[src/rtl/smpq_pkg.sv]
// ----------------------------------------------------------------------------
// smpq_pkg: shared definitions for the sorted min-first priority queue
// Holds the queue depth, field widths, operation codes and the control word
// that the top level broadcasts to every cell of the chain.
// ----------------------------------------------------------------------------
package smpq_pkg;

  localparam int unsigned Capacity = 16;
  localparam int unsigned ValW     = 32;
  localparam int unsigned HeldW    = $clog2(Capacity + 1);
  localparam int unsigned CountW   = 5;

  typedef enum logic [1:0] {
    ModeEnq   = 2'd0,
    ModeDeq   = 2'd1,
    ModePeek  = 2'd2,
    ModeClear = 2'd3
  } mode_e;

  // Control word seen by all cells in the same cycle.
  typedef struct packed {
    logic                   enq;     // insert new_val at its sorted place
    logic                   deq;     // every cell takes its right neighbor
    logic signed [ValW-1:0] new_val;
  } cell_ctrl_t;

endpackage

[src/rtl/smpq_cell.sv]
// ----------------------------------------------------------------------------
// smpq_cell: one slot of the sorted chain
// Holds one value. On insert it either keeps its value, takes the new value,
// or takes its left neighbor's value; on removal it takes its right neighbor's.
// ----------------------------------------------------------------------------
module smpq_cell (
  input  logic                            clk_i,
  input  smpq_pkg::cell_ctrl_t            ctrl_i,
  input  logic                            valid_i,
  input  logic                            left_take_i,
  input  logic signed [smpq_pkg::ValW-1:0] left_val_i,
  input  logic signed [smpq_pkg::ValW-1:0] right_val_i,
  output logic                            take_o,
  output logic signed [smpq_pkg::ValW-1:0] val_o
);

  logic signed [smpq_pkg::ValW-1:0] val_q;
  logic signed [smpq_pkg::ValW-1:0] val_d;

  // This slot lies at or after the insert point when it is empty or holds a
  // strictly greater value, so equal values stay ahead of the newcomer.
  assign take_o = !valid_i || (val_q > ctrl_i.new_val);
  assign val_o  = val_q;

  always_comb begin
    val_d = val_q;
    if (ctrl_i.enq) begin
      if (left_take_i) begin
        val_d = left_val_i;
      end else if (take_o) begin
        val_d = ctrl_i.new_val;
      end
    end else if (ctrl_i.deq) begin
      val_d = right_val_i;
    end
  end

  always_ff @(posedge clk_i) begin
    val_q <= val_d;
  end

endmodule

[src/rtl/sorted_min_priority_queue_unit.sv]
// ----------------------------------------------------------------------------
// sorted_min_priority_queue_unit: bounded min-first priority queue
// Keeps up to Capacity signed values in ascending order in a chain of cells
// and answers enqueue, dequeue, peek and clear with one result word each.
// ----------------------------------------------------------------------------
//
//  Channel  | Direction | tdata (low bit up)                    | tuser
//  ---------+-----------+---------------------------------------+-----------
//  s_axis   | in        | value_in[31:0]                        | mode[1:0]
//  m_axis   | out       | value_out[31:0], count[36:32],        | error[0]
//           |           | empty_res[37], zero pad [39:38]       |
//
//  The whole chain of cells updates at the edge that accepts an operation word,
//  so a new word is taken every cycle unless the input side stalls as below.
//  The result is registered and appears in the cycle after acceptance.
//  The input side stalls only while a result waits and m_axis_tready_i is low.
//  Reset clears the fill count and the output valid; the cell values are
//  left as they are, since only slots below the fill count are ever read.
//
module sorted_min_priority_queue_unit (
  input  logic        clk_i,
  input  logic        rst_ni,
  // Operation words.
  input  logic        s_axis_tvalid_i,
  output logic        s_axis_tready_o,
  input  logic [31:0] s_axis_tdata_i,   // value_in[31:0]
  input  logic [1:0]  s_axis_tuser_i,   // mode[1:0]
  // Result words.
  output logic        m_axis_tvalid_o,
  input  logic        m_axis_tready_i,
  output logic [39:0] m_axis_tdata_o,   // value_out[31:0], count[36:32], empty_res[37]
  output logic [0:0]  m_axis_tuser_o    // error[0]
);

  localparam int unsigned Cap   = smpq_pkg::Capacity;
  localparam int unsigned ValW  = smpq_pkg::ValW;
  localparam int unsigned HeldW = smpq_pkg::HeldW;

  // Fill count and output register.
  logic [HeldW-1:0]       held_q, held_d;
  logic                   out_valid_q;
  logic signed [ValW-1:0] out_val_q, out_val_d;
  logic                   out_err_q, out_err_d;
  logic [HeldW-1:0]       out_held_q;

  logic                 accept;
  smpq_pkg::mode_e      mode;
  logic signed [ValW-1:0] new_val;
  logic                 is_full;
  logic                 is_empty;
  smpq_pkg::cell_ctrl_t ctrl;

  // Chain wiring.
  logic                   take   [Cap];
  logic signed [ValW-1:0] val    [Cap];
  logic                   valid  [Cap];
  logic                   left_take [Cap];
  logic signed [ValW-1:0] left_val  [Cap];
  logic signed [ValW-1:0] right_val [Cap];

  assign s_axis_tready_o = !out_valid_q || m_axis_tready_i;
  assign accept          = s_axis_tvalid_i && s_axis_tready_o;
  assign mode            = smpq_pkg::mode_e'(s_axis_tuser_i);
  assign new_val         = $signed(s_axis_tdata_i);
  assign is_full         = (held_q == HeldW'(Cap));
  assign is_empty        = (held_q == '0);

  assign ctrl.enq     = accept && (mode == smpq_pkg::ModeEnq) && !is_full;
  assign ctrl.deq     = accept && (mode == smpq_pkg::ModeDeq) && !is_empty;
  assign ctrl.new_val = new_val;

  // Each cell sees its neighbors; the ends see themselves, with no take from the left,
  // which means cell zero never takes a left neighbor's value and the last cell keeps
  // its own value after a removal (the fill count then excludes it).
  for (genvar i = 0; i < Cap; i++) begin : g_cell
    assign valid[i] = (HeldW'(i) < held_q);
    if (i == 0) begin : g_first
      assign left_take[i] = 1'b0;
      assign left_val[i]  = val[i];
    end else begin : g_mid
      assign left_take[i] = take[i-1];
      assign left_val[i]  = val[i-1];
    end
    if (i == Cap - 1) begin : g_last
      assign right_val[i] = val[i];
    end else begin : g_inner
      assign right_val[i] = val[i+1];
    end

    smpq_cell u_cell (
      .clk_i       (clk_i),
      .ctrl_i      (ctrl),
      .valid_i     (valid[i]),
      .left_take_i (left_take[i]),
      .left_val_i  (left_val[i]),
      .right_val_i (right_val[i]),
      .take_o      (take[i]),
      .val_o       (val[i])
    );
  end

  // Result and next fill count. After an insert the head is the new value
  // exactly when the head slot takes it (empty queue or smaller value).
  always_comb begin
    held_d    = held_q;
    out_val_d = '1;
    out_err_d = 1'b0;
    unique case (mode)
      smpq_pkg::ModeEnq: begin
        if (is_full) begin
          out_err_d = 1'b1;
          out_val_d = val[0];
        end else begin
          held_d    = held_q + HeldW'(1);
          out_val_d = take[0] ? new_val : val[0];
        end
      end
      smpq_pkg::ModeDeq: begin
        if (is_empty) begin
          out_err_d = 1'b1;
        end else begin
          held_d    = held_q - HeldW'(1);
          out_val_d = val[0];
        end
      end
      smpq_pkg::ModePeek: begin
        if (is_empty) begin
          out_err_d = 1'b1;
        end else begin
          out_val_d = val[0];
        end
      end
      smpq_pkg::ModeClear: begin
        held_d = '0;
      end
      default: begin
        held_d = held_q;
      end
    endcase
  end

  always_ff @(posedge clk_i or negedge rst_ni) begin
    if (!rst_ni) begin
      held_q      <= '0;
      out_valid_q <= 1'b0;
    end else begin
      if (accept) begin
        held_q      <= held_d;
        out_valid_q <= 1'b1;
      end else if (m_axis_tready_i) begin
        out_valid_q <= 1'b0;
      end
    end
  end

  // Payload of the result register needs no reset.
  always_ff @(posedge clk_i) begin
    if (accept) begin
      out_val_q  <= out_val_d;
      out_err_q  <= out_err_d;
      out_held_q <= held_d;
    end
  end

  assign m_axis_tvalid_o = out_valid_q;
  assign m_axis_tdata_o  = {2'b00, (out_held_q == '0),
                            smpq_pkg::CountW'(out_held_q), out_val_q};
  assign m_axis_tuser_o  = out_err_q;

endmodule
[config.mk]
export PLATFORM = sky130hd
export DESIGN_NAME = sorted_min_priority_queue_unit
export DESIGN_NICKNAME = d
export VERILOG_FILES = /design/src/rtl/smpq_pkg.sv /design/src/rtl/smpq_cell.sv /design/src/rtl/sorted_min_priority_queue_unit.sv
export SDC_FILE = /design/constraint.sdc
export NUM_CORES = 2
export LEC_CHECK = 0
export ABC_AREA = 1
export BUFFER_PORTS_ARGS = -buffer_cell sky130_fd_sc_hd__buf_2
export CORE_MARGIN = 8
export CORE_UTILIZATION = 35
export CTS_CLUSTER_SIZE = 30
export DETAILED_ROUTE_END_ITERATION = 16
export PLACE_DENSITY_LB_ADDON = 0.1
export SKIP_LAST_GASP = 1
export SYNTH_ARGS = -nofsm -noshare
export SYNTH_HDL_FRONTEND = slang
export SYNTH_SLANG_ARGS = --single-unit
[constraint.sdc]
create_clock -name clk_i -period 4.1 [get_ports clk_i]
set_input_delay 0.41 -clock clk_i [delete_from_list [all_inputs] [get_ports clk_i]]
set_output_delay 0.41 -clock clk_i [all_outputs]
set_load 0.1 [all_outputs]
==> metrics <==
run status=completed; row cnt=130; Worst Setup Path Type=register to register; top layer reached by signal wires=met4; Cell variety after synth=41; least setup slack across all paths after layout=606 ps; kind of end point of the critical path=register; top post-synthesis cells by area=edfxtp_1 38%, nand2_1 18%, ha_1 15%, nand3_1 12%, inv_1 5.1%; unrepaired setup endpoints after global routing=false; static leakage=~24 nW; worst setup slack before clock tree synthesis=approximately 480 ps; flip-flop and latch count after synthesis=556; largest driver fanout on the critical path=75; post-detailed-placement half-perimeter wirelength=about 120000 um; Hold Crit Class=primary input to register; die area=0.137 mm^2; commonest cells in the synthesized netlist=2059 x nand2_1, 1035 x nand3_1, 596 x inv_1; root buffer selected by CTS=clkbuf_16; Sequential cell area=roughly 0.017 mm^2; residual antenna-violating net count after detailed routing=0; TritonCTS buffer count=75; Antenna Cells=0; final slew viol count=0; max-capacitance violation count=0; wire length the detailed router placed on met1=around 70000 um; worst hold-check slack=roughly 110 ps; initial antenna violation count=2; arrival time at the worst endpoint=4020 ps; ys async rst share=0.0108; number of top-level design ports=81; fillers=13300; count leader, synth=nand2_1; final hold viol count=0; yosys warns=0; starting density of the core=0.351; overall routed net length=161000 um; Final setup violation count=0; tightest slew margin relative to the limit=0.188; Bufs on Longest Clock Path=3; Pre-Repair DR Iteration Count=6; period utilization=0.852; startpoint type of the worst setup path=register; final core area utilization=0.392; post-synthesis area per instance=between 7 and 8 um^2; Yosys top cell by area=edfxtp_1; total gr overflow=0; DRC violation total after the first TritonRoute iteration=between 3000 and 4000; maximum operating frequency=0.286 GHz; Tightest Pin Transition=~1200 ps; routed via count divided by cell count=5.29; y dimension of the die=370 um; horizontal extent of the die=370 um; sequential element share of the synthesized area=0.380; number of enable flip-flop cells after synthesis=550; clock tree from TritonCTS=yes; level count of the clock H-tree=3; power per cell area=approximately 410 mW/mm^2; via count of the first global-routing pass=39000; Total Neg Setup Slack=0 ps; final setup skew=24.3 ps; Post-Place Cell Area=between 0.04 and 0.05 mm^2; Cells after Synth=roughly 5800; shortest period the worst path allows=about 3500 ps; cts repair resizes=0; length of routed met2 wiring=around 80000 um; routed len/inst=around 21 um; setup repair bufs after CTS=0; number of nets in the finished design=~6400; RePlAce Congestion=~0.86; first-pass GRT wire length=around 240000 um; data required time at the worst endpoint=~4600 ps; maximum VDD drop=0.331 mV; area of the mapped netlist=0.0438 mm^2; detailed route wirelength on metal3=8260 um; sink count of the clock tree=between 500 and 600; Vias=39900; port buffer count=78; P&R area growth vs syn=11.6%; detailed-route DRC error count=0; Main synth FF type=edfxtp_1; share of cells above drive strength 1=0.0767; Placeable Area=0.125 mm^2; final non-filler cell area=0.0489 mm^2; largest net degree at the start of global routing=124; clock insertion delay at the later pin of the skew report=680 ps; Hold-fix buffers, CTS=2; Multi-input gate area=around 0.023 mm^2; total routing usage reported by global routing=0.229; Reg clk slew, reported paths=roughly 50 ps; fraction of post-synthesis cell area in the top cell type by area=0.377
==> routing by layer <==
layer  up-vias  global-route usage
li1      19400                   -
met1     19200               0.296
met2      1147               0.405
met3       230              0.0298
met4         0              0.0574
met5         -                   0
==> final timing paths <==
| kind | from | to | slack, ps | cells past startpoint |
|---|---|---|---|---|
| worst max-delay path | held_q[0]$_DFFE_PN0P_ | g_cell[9].u_cell.val_o[28]$_DFFE_PP_ | 610 | 13 |
| worst min-delay path | s_axis_tvalid_i | m_axis_tvalid_o$_DFFE_PN0P_ | 110 | 3 |
| worst max register to register | held_q[0]$_DFFE_PN0P_ | g_cell[9].u_cell.val_o[28]$_DFFE_PP_ | 610 | 13 |
| worst min register to register | m_axis_tvalid_o$_DFFE_PN0P_ | m_axis_tvalid_o$_DFFE_PN0P_ | 520 | 2 |
| max in group asynchronous | rst_ni | held_q[0]$_DFFE_PN0P_ | 3820 | 2 |
| min in group asynchronous | rst_ni | held_q[4]$_DFFE_PN0P_ | 130 | 2 |
==> final cells by class <==
cell class / instances / area share
clock buffer: 93 / 0.0415
clock inverter: 36 / 0.00874
inverter: 638 / 0.0491
multi-input combinational: 4317 / 0.475
sequential: 556 / 0.341
tap: 1650 / 0.0422
timing repair buffer: 253 / 0.0434
==> worst max-delay path, stage by stage (launching register included) <==
cell	delay (ps)
dfrtp_1	510
inv_2	200
ha_1	260
inv_1	60
nor2_1	40
inv_1	120
nor3_2	50
inv_2	70
nand2_2	90
nor2_4	290
buf_12	370
buf_4	810
nand3_1	310
nand2_1	120
==> cell families (layout without fill, tap and decap cells) <==
logic type | after synthesis | after routing | share of synthesized area
AOI/OAI and AO/OA | 428 | 428 | 0.0524
buffers and inverters | 936 | 1020 | 0.0924
and+or+nand+nor | 3368 | 3368 | 0.327
other | 1 | 2 | 0.0000855
adders and majority gates | 519 | 519 | 0.148
DFF | 556 | 556 | 0.380
==> report_power, final <==
part / total, W / switching [W] / internal, W
combinational: 0.00586 / 0.00426 / 0.00159
sequential: 0.00733 / 0.000447 / 0.00688
clock: 0.00686 / 0.00274 / 0.00412
total: 0.0200 / 0.00745 / 0.0126
==> cell usage in the layout, fill, tap and decap left out, types with 6 or more instances in the layout <==
master     count
clkbuf_1      14
nor3_1        12
inv_2         26
nand2_2       16
nor2_2        10
a21o_1         7
clkinv_1      26
dfrtp_1        6
edfxtp_1     550
clkinv_2      14
bufinv_16     10
clkbuf_16     79
nand3_1     1034
buf_12        33
nand4_1       42
ha_1         519
nand3_2       10
inv_1        595
buf_2         78
nand2_1     2059
o21ai_0       64
a21oi_1      275
nor2_1       160
o21ai_1       34
nor4_2         6
buf_4        140
o21a_1        28
==> stage by stage <==
| step | instances | power, W |
|---|---|---|
| final | 7543 | 0.0200 |
| after floorplan | 5809 | 0.0115 |
| after CTS | 7543 | 0.0202 |
| after global routing | 7543 | 0.0211 |
| after global placement | 7412 | 0.0132 |
| after detailed placement | 7412 | 0.0133 |
==> state kept, by name, summed over array words and instances (netlist names) <==
register             cells
out_val_q               32
g_cell.u_cell.val_o    512
m_axis_tuser_o           1
out_held_q               5
held_q                   5
m_axis_tvalid_o          1
No activity file was read; power rests on OpenSTA's default activity.
